File: config.mk
export PLATFORM = sky130hd
export DESIGN_NAME = aled_csr
export DESIGN_NICKNAME = d
export VERILOG_FILES = /design/src/aled_pkg.sv /design/src/aled_csr.sv
export SDC_FILE = /design/constraint.sdc
export NUM_CORES = 1
export LEC_CHECK = 0
export BUFFER_PORTS_ARGS = -buffer_cell sky130_fd_sc_hd__clkbuf_2
export CAP_MARGIN = 20
export CELL_PAD_IN_SITES_DETAIL_PLACEMENT = 0
export CELL_PAD_IN_SITES_GLOBAL_PLACEMENT = 1
export CORE_UTILIZATION = 34
export CTS_CLUSTER_DIAMETER = 60
export DETAILED_ROUTE_END_ITERATION = 10
export HOLD_SLACK_MARGIN = 0.02
export PLACE_DENSITY = 0.82
export SLEW_MARGIN = 20
export SYNTH_ARGS = -nofsm -noshare
export SYNTH_HDL_FRONTEND = slang
export SYNTH_SLANG_ARGS = --single-unit
File: constraint.sdc
create_clock -name clock -period 1.14 [get_ports clock]
set_input_delay 0.285 -clock clock [delete_from_list [all_inputs] [get_ports clock]]
set_output_delay 0.285 -clock clock [all_outputs]
set_load 0.02 [all_outputs]
File: src/aled_pkg.sv
package aled_pkg;

   localparam int MAX_BYTES = 512;
   localparam int ADDR_W = 9;
   localparam int COUNT_W = 10;
   localparam int TICK_W = 20;
   localparam int CSR_IDX_W = 3;
   localparam int CSR_DATA_W = 20;

   typedef logic [ADDR_W-1:0] addr_type;
   typedef logic [COUNT_W-1:0] count_type;
   typedef logic [TICK_W-1:0] tick_type;
   typedef logic [7:0] byte_type;

   localparam logic [1:0] KIND_LOAD = 2'd0;
   localparam logic [1:0] KIND_START = 2'd1;
   localparam logic [1:0] KIND_TICK = 2'd2;

   localparam logic [CSR_IDX_W-1:0] CSR_PERIOD = 3'd0;
   localparam logic [CSR_IDX_W-1:0] CSR_HIGH_ZERO = 3'd1;
   localparam logic [CSR_IDX_W-1:0] CSR_HIGH_ONE = 3'd2;
   localparam logic [CSR_IDX_W-1:0] CSR_RESET_TICKS = 3'd3;
   localparam logic [CSR_IDX_W-1:0] CSR_REPEATS = 3'd4;

   typedef enum logic [2:0] {
      PH_IDLE,
      PH_LEAD,
      PH_BITS,
      PH_GAP,
      PH_TRAIL
   } phase_type;

   typedef struct packed {
      logic [15:0] period_ticks;
      logic [15:0] high_zero_ticks;
      logic [15:0] high_one_ticks;
      tick_type reset_ticks;
      logic [7:0] frame_repeats;
   } cfg_type;

   typedef struct packed {
      logic pin_level;
      logic busy_res;
      logic accepted;
      logic done_res;
   } rsp_type;

   typedef struct packed {
      logic wr_en;
      addr_type wr_addr;
      byte_type wr_data;
      logic rd_en;
      addr_type rd_addr;
   } ram_req_type;

endpackage

File: src/aled_csr.sv
module aled_csr (
   input  logic                              clock,
   input  logic                              reset,
   input  logic                              csr_valid,
   output logic                              csr_ready,
   input  logic [aled_pkg::CSR_IDX_W-1:0]   csr_index,
   input  logic [aled_pkg::CSR_DATA_W-1:0]  csr_wdata,
   output aled_pkg::cfg_type                 cfg
);

   import aled_pkg::*;

   cfg_type cfg_ff;
   cfg_type cfg_in;

   always_comb begin
      cfg_in = cfg_ff;
      if (csr_valid) begin
         case (csr_index)
            CSR_PERIOD:      cfg_in.period_ticks = csr_wdata[15:0];
            CSR_HIGH_ZERO:   cfg_in.high_zero_ticks = csr_wdata[15:0];
            CSR_HIGH_ONE:    cfg_in.high_one_ticks = csr_wdata[15:0];
            CSR_RESET_TICKS: cfg_in.reset_ticks = csr_wdata[TICK_W-1:0];
            CSR_REPEATS:     cfg_in.frame_repeats = csr_wdata[7:0];
            default: ;
         endcase
      end
   end

   always_ff @(posedge clock) begin
      if (reset) begin
         cfg_ff.period_ticks <= 16'd225;
         cfg_ff.high_zero_ticks <= 16'd63;
         cfg_ff.high_one_ticks <= 16'd126;
         cfg_ff.reset_ticks <= 20'd18000;
         cfg_ff.frame_repeats <= 8'd1;
      end else begin
         cfg_ff <= cfg_in;
      end
   end

   assign csr_ready = 1'b1;
   assign cfg = cfg_ff;

endmodule

; Word-level counts from Yosys, hierarchy flattened
; Cells that the tools add are included.
[totals]
register_bits = 76
out_inout_bits = 77
word_cells = 15
[op_classes]
eq_ne = 4
reduce_logical = 6
[op_table]
columns = operator, count
row1 = 2-bit AND reduction, 5
row2 = 3-bit by 2-bit equality test with 1-bit output (second input constant), 2
row3 = 3-bit by 1-bit equality test with 1-bit output (second input constant), 1
row4 = 3-bit equality test (second input constant), 1
row5 = 3-bit logical NOT, 1

; Depth between registers and ports, before layout
[logic_depth]
word_depth = 2
ltp_mapped = 5

; Worst setup path before layout
; No wires, ideal clock.
[synth_timing]
path_type = in2reg
start = in csr_index[0] in the netlist's numbering
end = reg cfg_ff (netlist bit cfg[65])
setup_time_ps = 123
arrival_time_ps = 1084
t_required_ps = 1017
setup_slack_ps = -67
path_stages = 3
cell_sequence = or4b_1 buf_6 mux2i_1
[synth_between]
elab_chain_len = 2
[synth_rtl]
columns = item, line_no
row1 = "start, declared", aled_csr.sv:6  ; input logic [aled_pkg::CSR_IDX_W-1:0] csr_index,
row2 = 3-bit logical NOT, aled_csr.sv:19  ; case (csr_index)
row3 = 2-bit AND reduction (no line), n/a
row4 = "end signal, assigned", aled_csr.sv:38  ; cfg_ff <= cfg_in;
row5 = "end, declared", aled_csr.sv:13  ; cfg_type cfg_ff;
; No other way between the ends.
; A chain may end at the register's enable or synchronous reset.

; Final worst setup path
[layout_timing]
start = reg cfg_ff (netlist bit cfg[64])
end = out cfg[64] in the netlist's numbering
[layout_lines]
columns = item, line_no
row1 = "end, declared", aled_csr.sv:8  ; output aled_pkg::cfg_type cfg
; No word-level cell between the ends.

==> out/qor.yml <==
clock_tree:
  clockBufferDepth: 2
  clk_root_buffer_cell: "clkbuf_8"
  ctsHoldBuffers: 0
  clk_latency_ns: 0.34
  cts_tree: "yes"
  cts.sinks: 76
  h-tree-depth: 3
  numCtsBuffers: 9
  clk_pin_slew_ns: 0.08
routing:
  via_count: 2405
  wire_per_inst_um: 14.9
  routed_wirelength_um: 7820
  via_per_inst: 4.58
  drt_iter0_drc: 25
  ant_nets: 0
  drc: 0
  first_pass_iters: 3
critical_path:
  rr_endpoint: "cfg[1]"
  crit_chain: "clkbuf_8"
  crit_fanout: 2
  r2r_setup_slack_ns: 0.34
  r2r_start: "cfg[1]"
  r2r_cells: 4
  cp_num_cells: 1
  cpLargestDelayFamily: "flip-flops"
  worst_setup_path_end_kind: "primary output"
  cpMaxStageDelayCell: "dfxtp_2"
  critPathLaunchType: "register"
  cp.required_ns: 0.85
  path_class: "reg2out"
  cp_num_buf_inv: 1
  cp.arrival_ns: 0.83
  critPathMaxStageDelay_ns: 0.35
outcome:
  status: "complete, no violations"
worst_hold_path:
  min_path_cells: 3
  holdPathEnd: "cfg[25]"
  hold_start: "csr_wdata[17]"
  hp-class: "in2reg"
logic_synthesis:
  synth_cell_type_count: 15
  syn_area_sq_um: 3070
  synthMuxAreaShare: 0.248
  synth_top_family_by_area: "multiplexers"
  syn_avg_cell_area_sq_um: 10.7
  synth-compound-area-share: 0
  synthCells: 288
  synthAdderAreaFrac: 0
  synthXorXnorAreaFrac: 0
  synth_nets: 314
  ys_seq_area_frac: 0.495
  yosys.area_share.simple: 0.220
  ys_seq_elements: 76
  yosys_warnings: 0
die:
  die_w_um: 97.1
  rows: 34
  dieArea_sq_um: 9420
  start_util: 0.352
  ios: 103
  die-height_um: 97.1
  core_sq_um: 8720
sta:
  slew_viol_final: 0
  finalHoldViolCount: 0
  fin_crit_ns: 1.12
  rsz0062_at_grt: "true"
  clock.fmax_mhz: 897
  fin_worst_skew_ns: 0
  fin_crit_sh: 0.978
  setup_viol: 0
  fin_setup_tns_ns: 0
global_route:
  grt-ovfl-total: 0
  grt_pass1_wl_um: 12500
  grt_max_degree: 48
  antenna_found_initial: 0
  grt_use_total: 0.168
  grt_pass1_vias: 2497
pwr:
  powerDensity_nw_per_um2: 1080
  seqPwrFrac: 0.524
  intPower_mw: 3.88
  p_switching_mw: 1.41
  switching_share: 0.266
  p_clk_frac: 0.357
  leakage_nw: 2.25
  comb_power_share: 0.119
  ir_drop_uv: 533
placed_design:
  port-buffer-count: 101
  dp_cells: 493
  gp_congestion: 0.742
  post-dp-hpwl_um: 4980
final_layout:
  final_util: 0.564
  antenna_cells: 0
  instances_no_fill: 525
  layout.nets: 438
  seqCellArea_sq_um: 1620
  drive_gt1_frac: 0.549
  largest_reg_flops: 76
  multiInputGateArea_sq_um: 1440
  syn2layout_area_growth_pct: 60.2
  n_fill_cell: 735
flow_run:
  drv_cap: 0
layer usage:
metal | wire [um] | global-route usage | part of all wire
met5 | 0 | 0 | 0
met4 | 79 | 0.0654 | 0.010
met3 | 457 | 0.0525 | 0.058
met2 | 3910 | 0.283 | 0.50
met1 | 3370 | 0.197 | 0.43
placed cells by master (no fill, tap or decap):
master,n
nor4b_4,1
nor2_1,33
buf_12,5
clkinv_4,2
clkbuf_2,25
inv_6,3
clkinvlp_4,2
conb_1,1
and4b_2,1
clkbuf_8,35
nand2b_1,74
nand4bb_1,2
buf_4,28
mux2i_1,76
and4bb_1,1
nand4b_1,1
buf_8,50
dfxtp_2,76
or4b_4,1
power groups by stage:
| stage | Clock [mW] | Sequential, mW | Combinational (mW) |
|---|---|---|---|
| after global routing | 2.08 | 2.78 | 0.673 |
| after detailed placement | 0 | 2.81 | 0.513 |
| after floorplan | 0 | 2.87 | 0.236 |
| after global placement | 0 | 2.80 | 0.505 |
| final | 1.89 | 2.77 | 0.632 |
| after CTS | 1.98 | 2.76 | 0.603 |
cell usage after synthesis (all sizes together):
cell type  count  area (sq um)
and4bb         1          12.5
nand4bb        2          22.5
clkbuf         9          33.8
nor4b          1          23.8
nand4b         1          8.76
dfxtp         76          1520
and4b          1          11.3
mux2i         76           761
nand2b        74           463
nor2          33           124
buf           12          77.6
conb           1          3.75
or4b           1          10.0
worst max path at each step:
stage,startpoint,end,slack [ns]
2_1_floorplan,csr_index[0],cfg[65],-0.05
3_3_place_gp,csr_index[0],cfg[65],-0.20
3_5_place_dp,csr_index[0],cfg[73],-0.23
4_1_cts,cfg[52],cfg[52],-0.01
5_1_grt,cfg[22],cfg[22],-0.02
6_report,cfg[64],cfg[64],0.02
layout make-up:
type,count,area share
clock buffer,9,0.0252
clock inverter,7,0.0119
multi-input combinational,191,0.293
sequential,76,0.328
tap,108,0.0275
timing repair buffer,134,0.314
logic make-up (layout without fill, tap and decap cells):
family | count (synthesis) | after routing
muxes | 76 | 76
other | 1 | 1
buffers and inverters | 21 | 150
and+or+nand+nor | 114 | 114
DFF | 76 | 76
timing repair:
action / CTS / global route
setup buffers: 3 / 13
endpoints found under the setup margin: 76 / 61
resized for setup: 222 / 53
metrics by stage:
stage | instance area [sq um] | setup slack (ns) | hold slack (ns) | power, mW
final | 4920 | 0.0250 | 0.174 | 5.29
after global routing | 4920 | -0.0182 | 0.175 | 5.53
after CTS | 4760 | -0.0141 | 0.156 | 5.34
after detailed placement | 3800 | -0.229 | 0.467 | 3.32
after global placement | 3800 | -0.197 | 0.458 | 3.31
after floorplan | 3080 | -0.0512 | 0.440 | 3.11
No activity file was read; power rests on OpenSTA's default activity.
