==> src/aled_pkg.sv <==
package aled_pkg;

   localparam int MAX_BYTES = 512;
   localparam int ADDR_W = 9;
   localparam int COUNT_W = 10;
   localparam int TICK_W = 20;
   localparam int CSR_IDX_W = 3;
   localparam int CSR_DATA_W = 20;

   typedef logic [ADDR_W-1:0] addr_type;
   typedef logic [COUNT_W-1:0] count_type;
   typedef logic [TICK_W-1:0] tick_type;
   typedef logic [7:0] byte_type;

   localparam logic [1:0] KIND_LOAD = 2'd0;
   localparam logic [1:0] KIND_START = 2'd1;
   localparam logic [1:0] KIND_TICK = 2'd2;

   localparam logic [CSR_IDX_W-1:0] CSR_PERIOD = 3'd0;
   localparam logic [CSR_IDX_W-1:0] CSR_HIGH_ZERO = 3'd1;
   localparam logic [CSR_IDX_W-1:0] CSR_HIGH_ONE = 3'd2;
   localparam logic [CSR_IDX_W-1:0] CSR_RESET_TICKS = 3'd3;
   localparam logic [CSR_IDX_W-1:0] CSR_REPEATS = 3'd4;

   typedef enum logic [2:0] {
      PH_IDLE,
      PH_LEAD,
      PH_BITS,
      PH_GAP,
      PH_TRAIL
   } phase_type;

   typedef struct packed {
      logic [15:0] period_ticks;
      logic [15:0] high_zero_ticks;
      logic [15:0] high_one_ticks;
      tick_type reset_ticks;
      logic [7:0] frame_repeats;
   } cfg_type;

   typedef struct packed {
      logic pin_level;
      logic busy_res;
      logic accepted;
      logic done_res;
   } rsp_type;

   typedef struct packed {
      logic wr_en;
      addr_type wr_addr;
      byte_type wr_data;
      logic rd_en;
      addr_type rd_addr;
   } ram_req_type;

endpackage

==> src/aled_core.sv <==
module aled_core (
   input  logic                          clock,
   input  logic                          reset,
   input  logic                          item_valid,
   input  logic [1:0]                    req_kind,
   input  aled_pkg::addr_type            req_index,
   input  aled_pkg::byte_type            req_byte_value,
   input  aled_pkg::count_type           req_count,
   input  aled_pkg::cfg_type             cfg,
   input  aled_pkg::byte_type            ram_rd_data,
   output aled_pkg::ram_req_type         ram_req,
   output aled_pkg::rsp_type             rsp
);

   import aled_pkg::*;

   phase_type phase_ff, phase_in;
   tick_type  tick_ff, tick_in;
   count_type byte_pos_ff, byte_pos_in;
   logic [2:0] bit_pos_ff, bit_pos_in;
   logic [7:0] repeats_ff, repeats_in;
   count_type send_len_ff, send_len_in;
   byte_type  shift_ff, shift_in;
   byte_type  first0_ff, first0_in;

   tick_type  tick_plus;
   logic      bit_end;
   logic      gap_end;
   logic      load_ok;
   logic      idle;
   logic      frame_begin;
   logic      byte_step;
   logic      seq_end;
   logic [15:0] bit_hold;

   assign idle = (phase_ff == PH_IDLE);
   assign tick_plus = tick_ff + TICK_W'(1);
   assign bit_end = (tick_plus >= TICK_W'(cfg.period_ticks));
   assign gap_end = (tick_plus >= cfg.reset_ticks);
   assign load_ok = ({1'b0, req_index} < COUNT_W'(MAX_BYTES));

   // next state
   always_comb begin
      phase_in = phase_ff;
      tick_in = tick_ff;
      byte_pos_in = byte_pos_ff;
      bit_pos_in = bit_pos_ff;
      repeats_in = repeats_ff;
      send_len_in = send_len_ff;
      shift_in = shift_ff;
      first0_in = first0_ff;
      frame_begin = 1'b0;
      byte_step = 1'b0;
      seq_end = 1'b0;
      if (item_valid) begin
         case (req_kind)
            KIND_LOAD: begin
               if (idle && load_ok && (req_index == '0)) begin
                  first0_in = req_byte_value;
               end
            end
            KIND_START: begin
               if (idle) begin
                  send_len_in = (req_count > COUNT_W'(MAX_BYTES)) ?
                                COUNT_W'(MAX_BYTES) : req_count;
                  phase_in = PH_LEAD;
                  tick_in = '0;
                  byte_pos_in = '0;
                  bit_pos_in = '0;
                  repeats_in = '0;
               end
            end
            KIND_TICK: begin
               case (phase_ff)
                  PH_IDLE: ;
                  PH_BITS: begin
                     if (!bit_end) begin
                        tick_in = tick_plus;
                     end else begin
                        tick_in = '0;
                        bit_pos_in = bit_pos_ff + 3'd1;
                        shift_in = {shift_ff[6:0], 1'b0};
                        if (bit_pos_ff == 3'd7) begin
                           // prefetched byte from the store
                           byte_step = 1'b1;
                           byte_pos_in = byte_pos_ff + COUNT_W'(1);
                           shift_in = ram_rd_data;
                           if (byte_pos_in >= send_len_ff) begin
                              phase_in = PH_GAP;
                           end
                        end
                     end
                  end
                  PH_LEAD: begin
                     if (!gap_end) begin
                        tick_in = tick_plus;
                     end else begin
                        tick_in = '0;
                        if (send_len_ff == '0) begin
                           phase_in = PH_IDLE;
                           seq_end = 1'b1;
                        end else begin
                           repeats_in = '0;
                           if (cfg.frame_repeats == '0) begin
                              phase_in = PH_TRAIL;
                           end else begin
                              frame_begin = 1'b1;
                           end
                        end
                     end
                  end
                  PH_GAP: begin
                     if (!gap_end) begin
                        tick_in = tick_plus;
                     end else begin
                        tick_in = '0;
                        repeats_in = repeats_ff + 8'd1;
                        if (repeats_in >= cfg.frame_repeats) begin
                           phase_in = PH_TRAIL;
                        end else begin
                           frame_begin = 1'b1;
                        end
                     end
                  end
                  PH_TRAIL: begin
                     if (!gap_end) begin
                        tick_in = tick_plus;
                     end else begin
                        tick_in = '0;
                        phase_in = PH_IDLE;
                        seq_end = 1'b1;
                     end
                  end
                  default: phase_in = PH_IDLE;
               endcase
               if (frame_begin) begin
                  phase_in = PH_BITS;
                  tick_in = '0;
                  byte_pos_in = '0;
                  bit_pos_in = '0;
                  shift_in = first0_ff;
               end
            end
            default: ;
         endcase
      end
   end

   // outputs
   always_comb begin
      bit_hold = shift_in[7] ? cfg.high_one_ticks : cfg.high_zero_ticks;
      rsp.pin_level = (phase_in == PH_BITS) && (tick_in < TICK_W'(bit_hold));
      rsp.busy_res = (phase_in != PH_IDLE);
      rsp.accepted = item_valid && idle &&
                     (((req_kind == KIND_LOAD) && load_ok) || (req_kind == KIND_START));
      rsp.done_res = seq_end;
      ram_req.wr_en = item_valid && idle && (req_kind == KIND_LOAD) && load_ok;
      ram_req.wr_addr = req_index;
      ram_req.wr_data = req_byte_value;
      // keep the byte after the one now going out in the read register
      ram_req.rd_en = frame_begin || byte_step;
      ram_req.rd_addr = frame_begin ? ADDR_W'(1) : ADDR_W'(byte_pos_ff + COUNT_W'(2));
   end

   always_ff @(posedge clock) begin
      if (reset) begin
         phase_ff <= PH_IDLE;
         tick_ff <= '0;
         byte_pos_ff <= '0;
         bit_pos_ff <= '0;
         repeats_ff <= '0;
         send_len_ff <= '0;
      end else begin
         phase_ff <= phase_in;
         tick_ff <= tick_in;
         byte_pos_ff <= byte_pos_in;
         bit_pos_ff <= bit_pos_in;
         repeats_ff <= repeats_in;
         send_len_ff <= send_len_in;
      end
   end

   always_ff @(posedge clock) begin
      shift_ff <= shift_in;
      first0_ff <= first0_in;
   end

`ifndef SYNTHESIS
   a_bits_in_frame: assert property (@(posedge clock) disable iff (reset)
      (phase_ff == PH_BITS) |-> (byte_pos_ff < send_len_ff))
      else $error("byte position past send length while sending bits");
   a_done_idle: assert property (@(posedge clock) disable iff (reset)
      (item_valid && seq_end) |=> (phase_ff == PH_IDLE))
      else $error("done pulse without return to idle");
   a_start_lead: assert property (@(posedge clock) disable iff (reset)
      (item_valid && (req_kind == KIND_START) && (phase_ff == PH_IDLE))
      |=> (phase_ff == PH_LEAD))
      else $error("start taken without opening reset gap");
`endif

endmodule

==> config.mk <==
export PLATFORM = sky130hd
export DESIGN_NAME = aled_core
export DESIGN_NICKNAME = d
export VERILOG_FILES = /design/src/aled_pkg.sv /design/src/aled_core.sv
export SDC_FILE = /design/constraint.sdc
export NUM_CORES = 1
export LEC_CHECK = 0
export ABC_AREA = 1
export ABC_CLOCK_PERIOD_IN_PS = 5820
export BUFFER_PORTS_ARGS = -buffer_cell sky130_fd_sc_hd__clkbuf_2
export CAP_MARGIN = 40
export CORE_AREA = 3 3 93 140
export CTS_CLUSTER_DIAMETER = 80
export DETAILED_ROUTE_END_ITERATION = 7
export DIE_AREA = 0 0 96 143
export PLACE_DENSITY = 0.81
export SLEW_MARGIN = 0
export SYNTH_ARGS = -nofsm -noshare
export SYNTH_HDL_FRONTEND = slang
export SYNTH_SLANG_ARGS = --single-unit
export TNS_END_PERCENT = 100
==> constraint.sdc <==
create_clock -name clock -period 5.82 [get_ports clock]
set_input_delay 0.582 -clock clock [delete_from_list [all_inputs] [get_ports clock]]
set_output_delay 0.582 -clock clock [all_outputs]
set_load 0.1 [all_outputs]
After elaboration in Yosys (flattened, before gate mapping)
Cells that the tools add are included.
Cells by class
  add/sub/neg operators: 5
  $lt $le $gt $ge: 6
  equality and inequality tests: 16
  mux-type cells: 68
  reduce and logical (&&, ||, !) cells: 23
Operators with widths (number)
  two-way mux 20 bit: 5
  two-way mux 8 bit: 10
  case mux 20 bit (2 select lines): 2
  two-way mux 10 bit: 6
  two-way mux 3 bit: 16
  case mux 8 bit (2 select lines): 2
  adder 20 x 1 -> 20 bit, second input constant: 1
  >= comparator 20 x 16 -> 1 bit: 1
  >= comparator 20 bit: 1
  < comparator 20 x 16 -> 1 bit: 1
  case mux 10 bit (2 select lines): 1
  two-way mux 1 bit: 19
  two-way mux 16 bit: 1
  != test 3 bit, second input constant: 5
  case mux 3 bit (5 select lines): 1
  case mux 3 bit (2 select lines): 2
  adder 10 x 1 -> 10 bit, second input constant: 1
  >= comparator 10 bit: 1
  greater-than comparator 10 bit, second input constant: 1
  logical NOT 10 bit: 1
  adder 9 x 2 -> 9 bit, second input constant: 1
  == test 3 x 2 -> 1 bit, second input constant: 3
  logical NOT 9 bit: 1
  two-way mux 9 bit: 1
  other kinds (24): 34
Storage, ports and cells
  register bits: 70
  input port bits: 116
  output and inout port bits: 32
  word-level logic and storage cells: 127

Depth between registers and ports, before layout
  depth in word-level cells: 13
  depth in mapped cells: 37
  gate-level depth less buffers: 36

Least setup slack after synthesis
No wires, ideal clock.
  path kind: register -> output
  start: reg tick_ff[0]
  end: out rsp[3] (netlist bit)
  arrival: 4729 ps
  path slack: 509 ps
  stages on the path, launching flop included: 34
  buffers on the path: 1
  cell sequence: dfxtp_1 > ha_1 > nand3_2 > nor2_4 > nand2_2 > xor2_1 > inv_1 > ha_1 > nand2_1 > inv_1 > nand3_1 > nor3_1 > nand2_1 > nand2_1 > nand2_1 > nand2_1 > nand3_2 > nand2_4 > nand3_4 > nor2_2 > nand2_2 > nand3_4 > buf_6 > mux2i_1 > ha_1 > a21oi_1 > nor2_1 > a211oi_1 > nand3_1 > nor2_1 > nand3_1 > nor2_1 > nand2_1 > a21oi_2
RTL lines
  start, declared: line aled_core.sv:18  | tick_type tick_ff, tick_in;
  start signal, assigned: line aled_core.sv:175  | tick_ff <= tick_in;
  end, declared: line aled_core.sv:12  | output aled_pkg::rsp_type rsp

==> results.json <==
{
  "synth_async_sr_flop_share_pct": 0,
  "dp_cells": 1214,
  "crit_fanout": 5,
  "top_post_synthesis_cells_by_area": "dfxtp_1 17%, ha_1 15%, nand2_1 12%",
  "setup-tns-final_ns": 0,
  "holdBufCountCts": 0,
  "yosys.cell_count.top_type": "nand2_1",
  "multi_input_comb_area_um2": 4302,
  "synth_seq_area_share_pct": 23.78,
  "start_kind": "flop",
  "endpoint_kind": "output pin",
  "n_fill_cell": 1046,
  "cp.required_ns": 5.24,
  "cellLeakagePower_nw": 4.141,
  "synth-warning-count": 0,
  "peak_supply_drop_v": 0.0001758,
  "critPathMostFrequentCell": "nand3_1",
  "cts_tree": "yes",
  "worstHoldPathType": "in -> reg",
  "antenna_found_initial": 0,
  "ctsHtreeMaxLevel": 3,
  "start_util_pct": 54.57,
  "drt-vias-per-instance": 5.422,
  "final_antenna_net_count": 0,
  "tritoncts_num_sinks": 70,
  "postSynthCellCount": 946,
  "gr-total-overflow": 0,
  "post-route-drc-count": 0,
  "syn_to_final_growth_pct": 23.07,
  "place_congestion": 0.9366,
  "final_period_util_pct": 97.49,
  "ys_types": 50,
  "timing.critical_path.arrival_ns": 5.09,
  "wl_per_cell_um": 14.34,
  "routed_wirelength_um": 18020,
  "place.detailed.hpwl_um": 13830,
  "nNetsFinal": 1292,
  "timing.max_cap.violations": 0,
  "synth-edff-count": 15,
  "drtPass1Iterations": 5,
  "clk_latency_ns": 0.34,
  "synth_area_leader": "dfxtp_1",
  "wire_length_of_the_first_global_routing_pass_um": 27220,
  "outcome": "complete, no violations",
  "drt-initial-drc-count": 329,
  "final_cell_count_no_fill": 1257,
  "grt_max_degree": 29,
  "timing.critical_path.slowest_cell_delay_ns": 0.37,
  "netlist.area_leader.share_pct": 16.88,
  "insertedDiodeCount": 0,
  "ctsRootBufferMaster": "clkbuf_16",
  "fin_ws_ns": 0.1459,
  "detailroute.via_count": 6815,
  "worst_setup_hold_path_clk_slew_ns": 0.06,
  "total_global_routing_track_utilization_pct": 25.16,
  "fp.dieH_um": 143,
  "fin_util_pct": 67.16,
  "power.density_cell_area_nw_per_um2": 178.9,
  "worst_clk_skew_ns": 0.007128,
  "maxSlewViolCount": 0,
  "worst_hold_slack_ns": 0.4333,
  "critical_path.slowest_cell": "dfxtp_4",
  "finalWorstPathRequiredPeriod_ns": 5.674,
  "ys_ff_latch": 70,
  "ys_top_cells_by_count": "210 x nand2_1, 156 x inv_1, 77 x ha_1, 74 x nor2_1, 73 x a21oi_1",
  "dp_worst_setup_slack_ns": 0.2363,
  "post_synth_design_cell_area_um2": 6524,
  "maxClockFrequency_mhz": 176.2,
  "std_cell_rows": 49,
  "final_layout_size_suffix_gt1_share_pct": 24.64,
  "die_wd_um": 96,
  "numCtsBuffers": 9,
  "count_of_input_and_output_buffers": 147,
  "ctsLongestPathBuffers": 2,
  "finalSetupViolations": 0,
  "pin_count": 148,
  "syn-num-nets": 1139,
  "first_global_vias": 6234,
  "layout.area.seq_um2": 1583,
  "postSynthAreaPerCell_um2": 6.896,
  "max-slew-margin-rel_pct": 53.21,
  "worst-setup-path-type": "reg -> out",
  "number_of_hold_violations_in_the_final_report": 0,
  "timing_worst_slew_pin_value_ns": 0.7018,
  "core_region_area_um2": 11960,
  "synth-main-ff-cell": "dfxtp_1",
  "dieArea_um2": 13730
}
layer usage:
layer | share of wire [%] | GRT usage [%] | vias to the layer above | wire length [um]
met4 | 6.5 | 14.92 | 0 | 1177
met2 | 53 | 46.67 | 278 | 9540
met3 | 5.4 | 4.217 | 95 | 968
met1 | 35 | 25.48 | 3035 | 6335
li1 | - | - | 3407 | -
met5 | 0 | 0 | - | 0
worst max-delay path: cells and delay by family, from the launching register on:
kind | cells | cell delay [ns]
compound gates | 5 | 0.85
xor+xnor | 1 | 0.21
fa+ha+maj | 2 | 0.57
buf+inv | 4 | 0.47
flops | 1 | 0.37
mux | 1 | 0.24
simple gates | 17 | 2.03
path summary, 6_finish.rpt:
path                                         from             end  slack [ns]  depth (start not counted)
worst max-delay path                   tick_ff[0]          rsp[3]        0.15                         30
worst min-delay path            req_byte_value[3]    first0_ff[3]        0.43                          1
worst min register to register     send_len_ff[8]  send_len_ff[8]        0.46                          2
worst max register to register         tick_ff[0]  byte_pos_ff[2]        2.03                         22
power by group:
group          switching (mW)  total (mW)  internal (mW)
Combinational           0.227       0.332          0.105
Sequential            0.00822       0.509          0.501
Clock                   0.213       0.595          0.382
Total                   0.448        1.44          0.988
flip-flops by register name (all words and copies together), names as in the netlist:
name         cells
tick_ff         20
byte_pos_ff     10
send_len_ff     10
first0_ff        8
repeats_ff       8
shift_ff         8
bit_pos_ff       3
phase_ff         3
cell usage in the layout (no fill, tap or decap), types with 3 or more instances in the layout:
| master | instances |
|---|---|
| ha_1 | 74 |
| nand4_1 | 12 |
| nor2_1 | 71 |
| nor3_1 | 8 |
| dfxtp_4 | 7 |
| xor2_2 | 4 |
| nor4_1 | 8 |
| inv_2 | 6 |
| nand2_2 | 10 |
| edfxtp_1 | 15 |
| a211oi_2 | 5 |
| a21oi_2 | 4 |
| nand2_4 | 4 |
| nor2_4 | 4 |
| a211oi_1 | 12 |
| nand3_2 | 4 |
| o21ai_0 | 30 |
| nor2_2 | 4 |
| or2_2 | 3 |
| ha_4 | 3 |
| clkbuf_16 | 10 |
| mux2i_1 | 20 |
| xor2_1 | 22 |
| dfxtp_2 | 4 |
| inv_1 | 153 |
| nand2_1 | 204 |
| a21oi_1 | 72 |
| and2_1 | 5 |
| nand3_1 | 41 |
| buf_4 | 31 |
| o21ai_2 | 3 |
| nor3b_1 | 3 |
| clkbuf_2 | 146 |
| o21ai_1 | 3 |
| nand3_4 | 4 |
| o211ai_1 | 14 |
| xnor2_1 | 4 |
| dfxtp_1 | 44 |
area by class of cell:
type / count / area share (%)
clock inverters: 2 / 0.4675
repair buffers: 179 / 12.59
flip-flops and latches: 70 / 19.71
multi-input cells: 676 / 53.58
inverters: 163 / 7.714
well taps: 153 / 2.384
clock buffers: 14 / 3.553
kinds of logic after synthesis:
kind of cell             after synthesis  share of synthesized area [%]
AND/OR/NAND/NOR                      389                          26.37
flip-flops                            70                          23.78
buffers and inverters                200                          12.89
AO/OA/AOI/OAI                        159                          14.94
adder cells (fa/ha/maj)               77                          14.77
XOR/XNOR                              30                          4.028
multiplexers                          21                          3.222
metrics by stage:
| stage | power, mW | instance area, um2 |
|---|---|---|
| after global routing | 1.497 | 8029 |
| after CTS | 1.427 | 7636 |
| after detailed placement | 0.8375 | 7297 |
| after floorplan | 0.7511 | 6524 |
| final | 1.437 | 8029 |
| after global placement | 0.8296 | 7269 |
timing repair:
| action | in CTS | in global routing |
|---|---|---|
| pin swaps | 0 | 24 |
| resized for setup | 4 | 52 |
| setup buffers | 0 | 27 |
| endpoints found under the setup margin | 1 | 1 |
Note: power is estimated with default switching activity, not from simulation.
