--- src/aled_pkg.sv ---
package aled_pkg;

   localparam int MAX_BYTES = 512;
   localparam int ADDR_W = 9;
   localparam int COUNT_W = 10;
   localparam int TICK_W = 20;
   localparam int CSR_IDX_W = 3;
   localparam int CSR_DATA_W = 20;

   typedef logic [ADDR_W-1:0] addr_type;
   typedef logic [COUNT_W-1:0] count_type;
   typedef logic [TICK_W-1:0] tick_type;
   typedef logic [7:0] byte_type;

   localparam logic [1:0] KIND_LOAD = 2'd0;
   localparam logic [1:0] KIND_START = 2'd1;
   localparam logic [1:0] KIND_TICK = 2'd2;

   localparam logic [CSR_IDX_W-1:0] CSR_PERIOD = 3'd0;
   localparam logic [CSR_IDX_W-1:0] CSR_HIGH_ZERO = 3'd1;
   localparam logic [CSR_IDX_W-1:0] CSR_HIGH_ONE = 3'd2;
   localparam logic [CSR_IDX_W-1:0] CSR_RESET_TICKS = 3'd3;
   localparam logic [CSR_IDX_W-1:0] CSR_REPEATS = 3'd4;

   typedef enum logic [2:0] {
      PH_IDLE,
      PH_LEAD,
      PH_BITS,
      PH_GAP,
      PH_TRAIL
   } phase_type;

   typedef struct packed {
      logic [15:0] period_ticks;
      logic [15:0] high_zero_ticks;
      logic [15:0] high_one_ticks;
      tick_type reset_ticks;
      logic [7:0] frame_repeats;
   } cfg_type;

   typedef struct packed {
      logic pin_level;
      logic busy_res;
      logic accepted;
      logic done_res;
   } rsp_type;

   typedef struct packed {
      logic wr_en;
      addr_type wr_addr;
      byte_type wr_data;
      logic rd_en;
      addr_type rd_addr;
   } ram_req_type;

endpackage

--- src/aled_rsp_buf.sv ---
module aled_rsp_buf (
   input  logic              clock,
   input  logic              reset,
   input  logic              push,
   input  aled_pkg::rsp_type push_data,
   output logic              in_ready,
   output logic              rsp_valid,
   input  logic              rsp_ready,
   output aled_pkg::rsp_type rsp_data
);

   import aled_pkg::*;

   logic    main_valid_ff, main_valid_in;
   logic    skid_valid_ff, skid_valid_in;
   rsp_type main_ff, main_in;
   rsp_type skid_ff, skid_in;
   logic    out_fire;

   assign out_fire = main_valid_ff && rsp_ready;
   assign in_ready = !skid_valid_ff;

   always_comb begin
      main_valid_in = main_valid_ff;
      skid_valid_in = skid_valid_ff;
      main_in = main_ff;
      skid_in = skid_ff;
      if (out_fire) begin
         if (skid_valid_ff) begin
            main_in = skid_ff;
            skid_valid_in = 1'b0;
         end else begin
            main_valid_in = 1'b0;
         end
      end
      if (push) begin
         if (!main_valid_in) begin
            main_valid_in = 1'b1;
            main_in = push_data;
         end else begin
            skid_valid_in = 1'b1;
            skid_in = push_data;
         end
      end
   end

   always_ff @(posedge clock) begin
      if (reset) begin
         main_valid_ff <= 1'b0;
         skid_valid_ff <= 1'b0;
      end else begin
         main_valid_ff <= main_valid_in;
         skid_valid_ff <= skid_valid_in;
      end
   end

   always_ff @(posedge clock) begin
      main_ff <= main_in;
      skid_ff <= skid_in;
   end

   assign rsp_valid = main_valid_ff;
   assign rsp_data = main_ff;

`ifndef SYNTHESIS
   a_skid_behind_main: assert property (@(posedge clock) disable iff (reset)
      skid_valid_ff |-> main_valid_ff)
      else $error("skid entry held with empty output register");
   a_no_push_full: assert property (@(posedge clock) disable iff (reset)
      skid_valid_ff |-> !push)
      else $error("beat pushed into full buffer");
   a_stall_to_skid: assert property (@(posedge clock) disable iff (reset)
      (push && main_valid_ff && !rsp_ready) |=> skid_valid_ff)
      else $error("beat lost while output stalled");
`endif

endmodule

--- config.mk ---
export PLATFORM = sky130hd
export DESIGN_NAME = aled_rsp_buf
export DESIGN_NICKNAME = d
export VERILOG_FILES = /design/src/aled_pkg.sv /design/src/aled_rsp_buf.sv
export SDC_FILE = /design/constraint.sdc
export NUM_CORES = 1
export LEC_CHECK = 0
export BUFFER_PORTS_ARGS = -buffer_cell sky130_fd_sc_hd__buf_4
export CAP_MARGIN = 15
export CORE_AREA = 2 2 39 41
export CTS_CLUSTER_DIAMETER = 150
export CTS_CLUSTER_SIZE = 12
export DETAILED_ROUTE_END_ITERATION = 12
export DIE_AREA = 0 0 41 43
export PLACE_DENSITY = 0.54
export SLEW_MARGIN = 20
export SYNTH_ARGS = -nofsm -noshare
export SYNTH_HDL_FRONTEND = slang
export SYNTH_SLANG_ARGS = --single-unit
--- constraint.sdc ---
create_clock -name clock -period 1.65 [get_ports clock]
set_clock_uncertainty 0.1 [all_clocks]
set_input_delay 0.33 -clock clock [delete_from_list [all_inputs] [get_ports clock]]
set_output_delay 0.33 -clock clock [all_outputs]
set_load 0.1 [all_outputs]
Yosys cells after proc, flatten, opt, wreduce, memory -nomap -nowiden

Index checks and enable logic that the tools add are counted.

Mux-type cells: 10
Reductions and logical operators: 3

Operator list:

| operator            | number |
|---|---|
| 4-bit two-way mux   | 4 |
| 1-bit two-way mux   | 6 |
| 2-bit AND reduction | 1 |
| 1-bit logical AND   | 1 |
| 1-bit logical NOT   | 1 |

Flip-flop bits (word level): 10
Bits of input ports: 8
Output and inout bits: 6
Logic and storage cells: 23

Logic depth before layout (Yosys ltp)

Gate-level depths: netlist (run 1).

Depth after elaboration: 4
Gate-level depth with buffers: 4

Worst setup path after synthesis (run 1)

No wires, ideal clock.

Path type: register to register
From: register main_valid_ff (netlist: rsp_valid)
To: register skid_ff[0] in the netlist's numbering (enable)
Setup time: 299 ps
Arrival time: 1496 ps
Data required time: 1251 ps
Setup slack: -245 ps
Stages on the path, launching flop included: 3
Path buffers: 1
Period minus slack after synthesis: 1895 ps
Path through: dfxtp_1 clkbuf_8 and3_2

Longest elaborated chain between the ends: 3

RTL lines:

| element                                                       | RTL line                               | text |
|---|---|---|
| start, declared                                               | aled_rsp_buf.sv:14                     | `logic main_valid_ff, main_valid_in;` |
| start signal, assigned                                        | aled_rsp_buf.sv:52                     | `main_valid_ff <= main_valid_in;` |
| 1-bit two-way mux / 1-bit logical AND (equally long branches) | aled_rsp_buf.sv:29, aled_rsp_buf.sv:20 |  |
| 1-bit two-way mux *                                           | aled_rsp_buf.sv:28                     | `if (out_fire) begin` |
| 2-bit AND reduction (no line) *                               | --                                     |  |
| end signal, assigned                                          | aled_rsp_buf.sv:59                     | `skid_ff <= skid_in;` |
| end, declared                                                 | aled_rsp_buf.sv:17                     | `rsp_type skid_ff, skid_in;` |

Mark *: on every way between the ends. The rest lies on a longest branch, timed or not.
A chain may end at the register's enable or synchronous reset.

Final worst setup path (run 1)

From: register main_valid_ff (netlist: rsp_valid)
To: output port rsp_valid

RTL lines:

| element       | RTL line          | text |
|---|---|---|
| end, declared | aled_rsp_buf.sv:7 | `output logic rsp_valid,` |

No word-level cell between the ends.

==> flow_summary.ini, run 1 <==
[run_status]
status = finished clean

[yosys]
synth_compound_area_share_pct = 24.5
synth_top_family_by_area = compound AO/OA/AOI/OAI gates
avgSynthCellArea_um2 = 11.8
yosysTopAreaCell = dfxtp_1
syn_nets = 47
yosys_register_bits = 10
yosysTopAreaCellShare_pct = 26.1
synth-simple-area-share_pct = 19.6
synth_warnings = 0
synth_cells = 39
synth_fa_ha_area_share_pct = 0
synth_area_um2 = 460
ys_seq_area_share_pct = 52.2
synthMuxAreaShare_pct = 0
synthDistinctLibCells = 16
synthXorXnorAreaFrac_pct = 0
synth_area_leaders = dfxtp_1 26%, edfxtp_1 26%, a221oi_2 13%

[clock_tree]
h-tree-depth = 1
numCtsBuffers = 3
clkTransAtPathRegs_ps = 70
cts_tree = yes
clk_latency_ps = 260
cts_repair_resize_count = 0
post-cts-setup-buffer-count = 0
cts_hold_buf = 0
clk_path_buf_depth = 2
root_buffer = clkbuf_4
clkSinkCount = 10

[layout]
diodes = 0
layout.nets = 64
area_growth_pct = 28.5
drive_above_1_share_pct = 45.5
instances_no_fill = 71
num-fill-cells = 140

[floorplan]
die_area_um2 = 1760
dieWidth_um = 41
core_um2 = 1380
start_util_pct = 33.3
io_pins = 14
row_count = 14
die_h_um = 43

[critical_path]
cp-start-kind = register
r2r_setup_slack_ps = 430
worstSetupPathType = register to primary output
path_cells = buf_4
timing.critical_path.buf_inv = 1
cpMaxStageDelayCell = dfxtp_2
required_ps = 1220
cp_num_cells = 1
reg2reg_depth = 2
rr_startpoint = skid_valid_ff
max_stage_delay_ps = 490
cp_top_family = flip-flops
end_kind = primary output
r2r_end = skid_ff[1]
arrival_ps = 1110
path_max_fanout = 11

[global_route]
track_usage_pct = 11.9
antenna_found_initial = 0
grt_max_degree = 12
grt-ovfl-total = 0
grt_pass1_vias = 320
grt_pass1_wl_mm = 1.30

[place]
dp_hpwl_um = 678
port_buffers = 13
place_congestion = 0.746
post-place-cells = 67

[run]
cap_violations = 0

[sta]
finalHoldViolCount = 0
clock.fmax_mhz = 651
max_slew.worst_pin.slew_ps = 276
relSlewSlack_pct = 81.6
fin_crit_sh_pct = 93.1
rsz0062_at_grt = false
setup_tns_ps = 0
setup_viol = 0
finalCriticalPeriod_ps = 1540
maxSlewViolCount = 0

[power]
p_per_area_nw_per_um2 = 1190
irDropWorstVdd_mv = 0.469
p_leak_nw = 0.235
total_power_mw = 0.702

[routing]
vias = 349
drc_errors = 0
wirelength_um = 914
drtAntennaViolNets = 0
first_pass_iters = 4
drtIter0Drc = 4
viasPerCell = 4.92
wire_per_inst_um = 12.9

[hold_path]
min_to = rsp_valid
worstHoldPathType = input port to register
holdPathStages = 2
min_from = reset
[worst max-delay path by stage]
stage | start | end
6_report | rsp_valid | rsp_valid
3_3_place_gp | rsp_valid | rsp_valid
5_1_grt | rsp_valid | rsp_valid
2_1_floorplan | rsp_valid | skid_ff[0]
3_5_place_dp | rsp_valid | rsp_valid
4_1_cts | rsp_valid | rsp_valid
[state kept, by name (all words and copies together) (netlist names)]
name           cells
skid_valid_ff      1
skid_ff            4
rsp_valid          1
rsp_data           4
[Yosys cell counts (all sizes together)]
master	count
and3	1
o22ai	4
nand2b	2
nor2b	4
dfxtp	6
inv	1
nor2	6
a2bb2oi	1
a221oi	4
clkbuf	1
a21o	1
nand2	2
a21oi	2
edfxtp	4
[cells in the final DEF, fill, tap and decap left out, drive strengths merged]
cell type,n
clkinv,1
a21oi,2
inv,1
edfxtp,4
o22ai,4
a221oi,4
nand2,2
and3,1
buf,13
nor2,6
dfxtp,6
nand2b,2
clkbuf,3
nor2b,4
a2bb2oi,1
a21o,1
[cell type report]
class	instances	area [um2]	share of cell area, %
flip-flops and latches	10	241	40.8
clock inverters	1	3.75	0.634
repair buffers	13	97.6	16.5
clock buffers	3	22.5	3.81
well taps	16	20.0	3.38
inverters	1	3.75	0.634
multi-input cells	27	203	34.2
[metrics by stage]
stage	utilization, %	worst slack (ps)	hold WS, ps	area [um2]
finish	42.8	114	118	592
global route	42.8	61.8	90.5	592
CTS	42.8	107	113	592
detailed placement	40.9	400	396	566
global placement	40.9	407	392	566
floorplan	-	109	295	462
[cell families (layout without fill, tap and decap cells)]
group / Yosys count / count (layout)
DFF: 10 / 10
and+or+nand+nor: 15 / 15
AOI/OAI and AO/OA: 12 / 12
buffers and inverters: 2 / 18
[where the power goes]
part / internal, mW / leakage [nW] / switching, mW / total [mW]
Clock: 0.0872 / 0.0154 / 0.0889 / 0.176
Sequential: 0.277 / 0.0869 / 0.0204 / 0.298
Combinational: 0.0627 / 0.133 / 0.165 / 0.228
[layer usage]
layer | vias up | track usage [%] | routed length [um]
met1 | 162 | 14.3 | 434
met3 | 0 | 6.28 | 52
met5 | - | 0 | 0
li1 | 178 | - | -
met4 | 0 | 8.00 | 0
met2 | 9 | 15.6 | 427
(Power assumes the default switching activity.)
==> inputs of run 2 (changes only) <==
--- a/config.mk
+++ b/config.mk
@@ -5,14 +5,14 @@
 export SDC_FILE = /design/constraint.sdc
 export NUM_CORES = 1
 export LEC_CHECK = 0
-export BUFFER_PORTS_ARGS = -buffer_cell sky130_fd_sc_hd__buf_4
 export CAP_MARGIN = 15
 export CORE_AREA = 2 2 39 41
 export CTS_CLUSTER_DIAMETER = 150
 export CTS_CLUSTER_SIZE = 12
 export DETAILED_ROUTE_END_ITERATION = 12
 export DIE_AREA = 0 0 41 43
-export PLACE_DENSITY = 0.54
+export DONT_BUFFER_PORTS = 1
+export PLACE_DENSITY = 0.47
 export SLEW_MARGIN = 20
 export SYNTH_ARGS = -nofsm -noshare
 export SYNTH_HDL_FRONTEND = slang
==> run 2 against run 1 <==
- flip-flop and latch count unchanged
- first-iteration DRC count is the same
- final cell count is 9.9% lower
- setup slack gained 17 ps
- global-route usage up 1.7 points
- largest power group unchanged
- via count decreased by 4.0%
- count of clock-buffer cells in the layout unchanged
- critical endpoint unchanged
- highest routed layer unchanged
- clock power is 6% lower
- sequential share of layout area increased by 2.0 points
==> flow_summary.ini, run 2 (same netlist as run 1, synthesis figures left out) <==
[run_status]
status = finished clean

[routing]
drtAntennaViolNets = 0
met2_length_um = 500
first_pass_iters = 4
drtIter0Drc = 4
top_layer = met3
wl_met3_um = 57
viasPerCell = 5.23
wl_met1_um = 406
drc_errors = 0
wire_per_inst_um = 15.1
vias = 335
wirelength_um = 964

[run]
cap_violations = 0

[critical_path]
cpMaxStageDelayCell = dfxtp_2
startpoint = rsp_valid
worstSetupPathType = register to primary output
timing.critical_path.buf_inv = 1
end_kind = primary output
max_stage_delay_ps = 480
required_ps = 1220
cp_top_family = flip-flops
r2r_setup_slack_ps = 430
path_cells = buf_4
path_max_fanout = 11
arrival_ps = 1090
cp-start-kind = register
rr_startpoint = skid_valid_ff

[layout]
layout_common_cells = 6 x nor2_1, 5 x dfxtp_1
area_growth_pct = 22.6
multi_input_area_um2 = 203
final_common_cell = nor2_1
seq_area_um2 = 241
drive_above_1_share_pct = 37.5
diodes = 0
num-fill-cells = 142
layout.nets = 57

[clock_tree]
cts_repair_resize_count = 0
h-tree-depth = 1
clk_latency_ps = 260
numCtsBuffers = 3
root_buffer = clkbuf_4
clkSinkCount = 10
cts_hold_buf = 0
post-cts-setup-buffer-count = 0
clk_path_buf_depth = 2
clkTransAtPathRegs_ps = 60
cts_tree = yes

[sta]
maxSlewViolCount = 0
relSlewSlack_pct = 82.2
fin_crit_sh_pct = 92.0
finalCriticalPeriod_ps = 1520
finalHoldViolCount = 0
rsz0062_at_grt = false
setup_viol = 0
clock.fmax_mhz = 659
max_slew.worst_pin.slew_ps = 267
setup_tns_ps = 0

[global_route]
track_usage_pct = 13.6
antenna_found_initial = 0
grt-ovfl-total = 0
grt_pass1_wl_mm = 1.56
grt_pass1_vias = 361
grt_max_degree = 12

[power]
internal-power_mw = 0.435
p_switching_mw = 0.259
seqPwrFrac_pct = 42.9
pwr-share-comb_pct = 33.2
swShare_pct = 37.3
irDropWorstVdd_mv = 0.679
p_leak_nw = 0.211
p_clk_share_pct = 23.8
p_per_area_nw_per_um2 = 1230
total_power_mw = 0.693

[floorplan]
io_pins = 14
row_count = 14
die_h_um = 43
start_util_pct = 33.3
dieWidth_um = 41
core_um2 = 1380
die_area_um2 = 1760

[hold_path]
min_from = reset
worstHoldPathType = input port to register

[place]
port_buffers = 0
dp_hpwl_um = 728
place_congestion = 0.736
run 2: changes by cell type in the layout (fill, tap and decap cells not counted), sizes merged:
cell  change
buf       -7
run 2: layout make-up:
type,instances,area share (%)
clock inverters,1,0.665
flip-flops and latches,10,42.8
multi-input cells,27,35.9
inverters,1,0.665
well taps,16,3.55
clock buffers,3,3.99
repair buffers,6,12.4
run 2: stage by stage:
| stage | std cells | utilization, % | hold WS [ps] | setup slack [ps] | area, um2 |
|---|---|---|---|---|---|
| after floorplan | 39 | - | 295 | 109 | 462 |
| after global placement | 60 | 38.9 | 297 | 411 | 538 |
| after detailed placement | 60 | 38.9 | 298 | 409 | 538 |
| after CTS | 64 | 40.8 | 21.3 | 117 | 564 |
| after global routing | 64 | 40.8 | 6.86 | 83.2 | 564 |
| final | 64 | 40.8 | 29.7 | 132 | 564 |
run 2: power groups by stage:
stage,registers [mW],logic [mW],clock network (mW)
2_1_floorplan,0.408,0.0711,0
3_3_place_gp,0.302,0.230,0
3_5_place_dp,0.303,0.232,0
4_1_cts,0.298,0.232,0.172
5_1_grt,0.300,0.238,0.190
6_report,0.297,0.230,0.165
run 2: metal layers:
| metal | global-route usage (%) | vias to the layer above |
|---|---|---|
| met3 | 2.09 | 0 |
| met1 | 17.3 | 161 |
| met4 | 10.0 | 0 |
| met5 | 0 | - |
| li1 | - | 165 |
| met2 | 19.7 | 9 |
run 2: worst paths after layout:
| kind | endpoint | depth (start not counted) |
|---|---|---|
| setup / recovery | rsp_valid | 1 |
| hold / removal | rsp_valid | 1 |
| setup reg to reg | skid_ff[1] | 2 |
| hold reg to reg | rsp_data[2] | 2 |
==> inputs of run 3 (changes only) <==
==> constraint.sdc (replaced) <==
create_clock -name clock -period 1.55 [get_ports clock]
set_clock_uncertainty 0.1 [all_clocks]
set_input_delay 0.31 -clock clock [delete_from_list [all_inputs] [get_ports clock]]
set_output_delay 0.31 -clock clock [all_outputs]
set_load 0.1 [all_outputs]
==> run 3 against run 2 <==
- global-route usage down 1.2 points
- power up 6.0%
- via count up 2.1%
- final cell count up 3.1%
- die area unchanged
- wire length down 5.5%
- critical endpoint unchanged
- largest cell class unchanged
- largest power group unchanged
- highest routed layer unchanged
==> flow_summary.ini, run 3 (same netlist as run 1, synthesis figures left out) <==
[run_status]
status = finished clean

[clock_tree]
post-cts-setup-buffer-count = 0
numCtsBuffers = 3
h-tree-depth = 1
clk_latency_ps = 260
root_buffer = clkbuf_4
cts_tree = yes
clk_path_buf_depth = 2
clkTransAtPathRegs_ps = 70
clkSinkCount = 10

[routing]
viasPerCell = 5.18
wirelength_um = 911
drc_errors = 0
wire_per_inst_um = 13.8
vias = 342
drtIter0Drc = 6
drtAntennaViolNets = 0
first_pass_iters = 4

[sta]
relSlewSlack_pct = 80.9
fin_crit_sh_pct = 92.9
max_slew.worst_pin.slew_ps = 286
maxSlewViolCount = 0
rsz0062_at_grt = false
setup_viol = 0
clock.fmax_mhz = 694
finalHoldViolCount = 0
finalCriticalPeriod_ps = 1440
setup_tns_ps = 0

[floorplan]
dieWidth_um = 41
io_pins = 14
die_h_um = 43
row_count = 14
core_um2 = 1380
start_util_pct = 33.3
die_area_um2 = 1760

[global_route]
grt_pass1_wl_mm = 1.37
grt-ovfl-total = 0
grt_max_degree = 12
track_usage_pct = 12.4
antenna_found_initial = 0
grt_pass1_vias = 330

[critical_path]
timing.critical_path.buf_inv = 1
required_ps = 1140
path_max_fanout = 11
arrival_ps = 1030
cp_top_family = flip-flops
path_cells = buf_6
cpMaxStageDelayCell = dfxtp_2
worstSetupPathType = register to primary output
cp-start-kind = register
max_stage_delay_ps = 500
end_kind = primary output

[place]
place_congestion = 0.756
dp_hpwl_um = 690
placed_area_um2 = 526
port_buffers = 0

[layout]
area_growth_pct = 25.0
layout.nets = 59
final_common_cell = nor2_1
layout_common_cells = 6 x nor2_1, 5 x dfxtp_1
drive_above_1_share_pct = 36.0
diodes = 0
fin_area_um2 = 576

[power]
p_per_area_nw_per_um2 = 1280
internal-power_mw = 0.458
p_switching_mw = 0.277
swShare_pct = 37.7
pwr-share-comb_pct = 32.5
p_clk_share_pct = 24.4
p_leak_nw = 0.216
total_power_mw = 0.734
seqPwrFrac_pct = 43.1
irDropWorstVdd_mv = 0.501

[run]
cap_violations = 0

[hold_path]
worstHoldPathType = input port to register
## run 3: cell count changes in the layout (fill, tap and decap cells not counted), sizes merged
cell         delta
dlygate4sd3     +2
## run 3: final cells by class
type / instances / area (um2)
fillers: 141 / 808
flip-flops and latches: 10 / 241
multi-input cells: 27 / 203
repair buffers: 8 / 81.3
clock buffers: 3 / 22.5
well taps: 16 / 20.0
clock inverters: 1 / 3.75
inverters: 1 / 3.75
## run 3: worst paths after layout
path	start	endpoint	slack [ps]	cells after the start
setup / recovery	rsp_valid	rsp_valid	110	1
hold / removal	push_data[2]	skid_ff[2]	40	0
setup reg to reg	skid_valid_ff	skid_ff[1]	350	2
hold reg to reg	rsp_data[0]	rsp_data[0]	440	2
## run 3: repair_timing
item	4_1_cts	5_1_grt
setup endpoints to repair	0	1
resized for setup	0	1
hold buffers	1	1
hold endpoints to repair	1	1
## run 3: power by group through the flow
stage,clock [mW],sequential (mW),combinational (mW)
floorplan,0,0.434,0.0757
global placement,0,0.320,0.234
detailed placement,0,0.322,0.236
CTS,0.191,0.316,0.237
global route,0.199,0.318,0.248
finish,0.179,0.316,0.239
## run 3: per-stage QoR
stage / util, % / instances / setup WS [ps] / hold WS (ps)
after detailed placement: 38.0 / 60 / 318 / 278
final: 41.6 / 66 / 110 / 37.9
after global routing: 41.6 / 66 / 67.2 / 24.5
after floorplan: - / 39 / 9.23 / 275
after global placement: 38.0 / 60 / 331 / 276
after CTS: 40.6 / 65 / 28.4 / 7.84
## run 3: layer usage
metal,vias to the layer above,global-route usage (%),part of all wire (%)
met2,11,16.3,49
li1,168,-,-
met3,0,3.66,6.7
met5,-,0,0
met4,0,10.0,0
met1,163,16.0,44
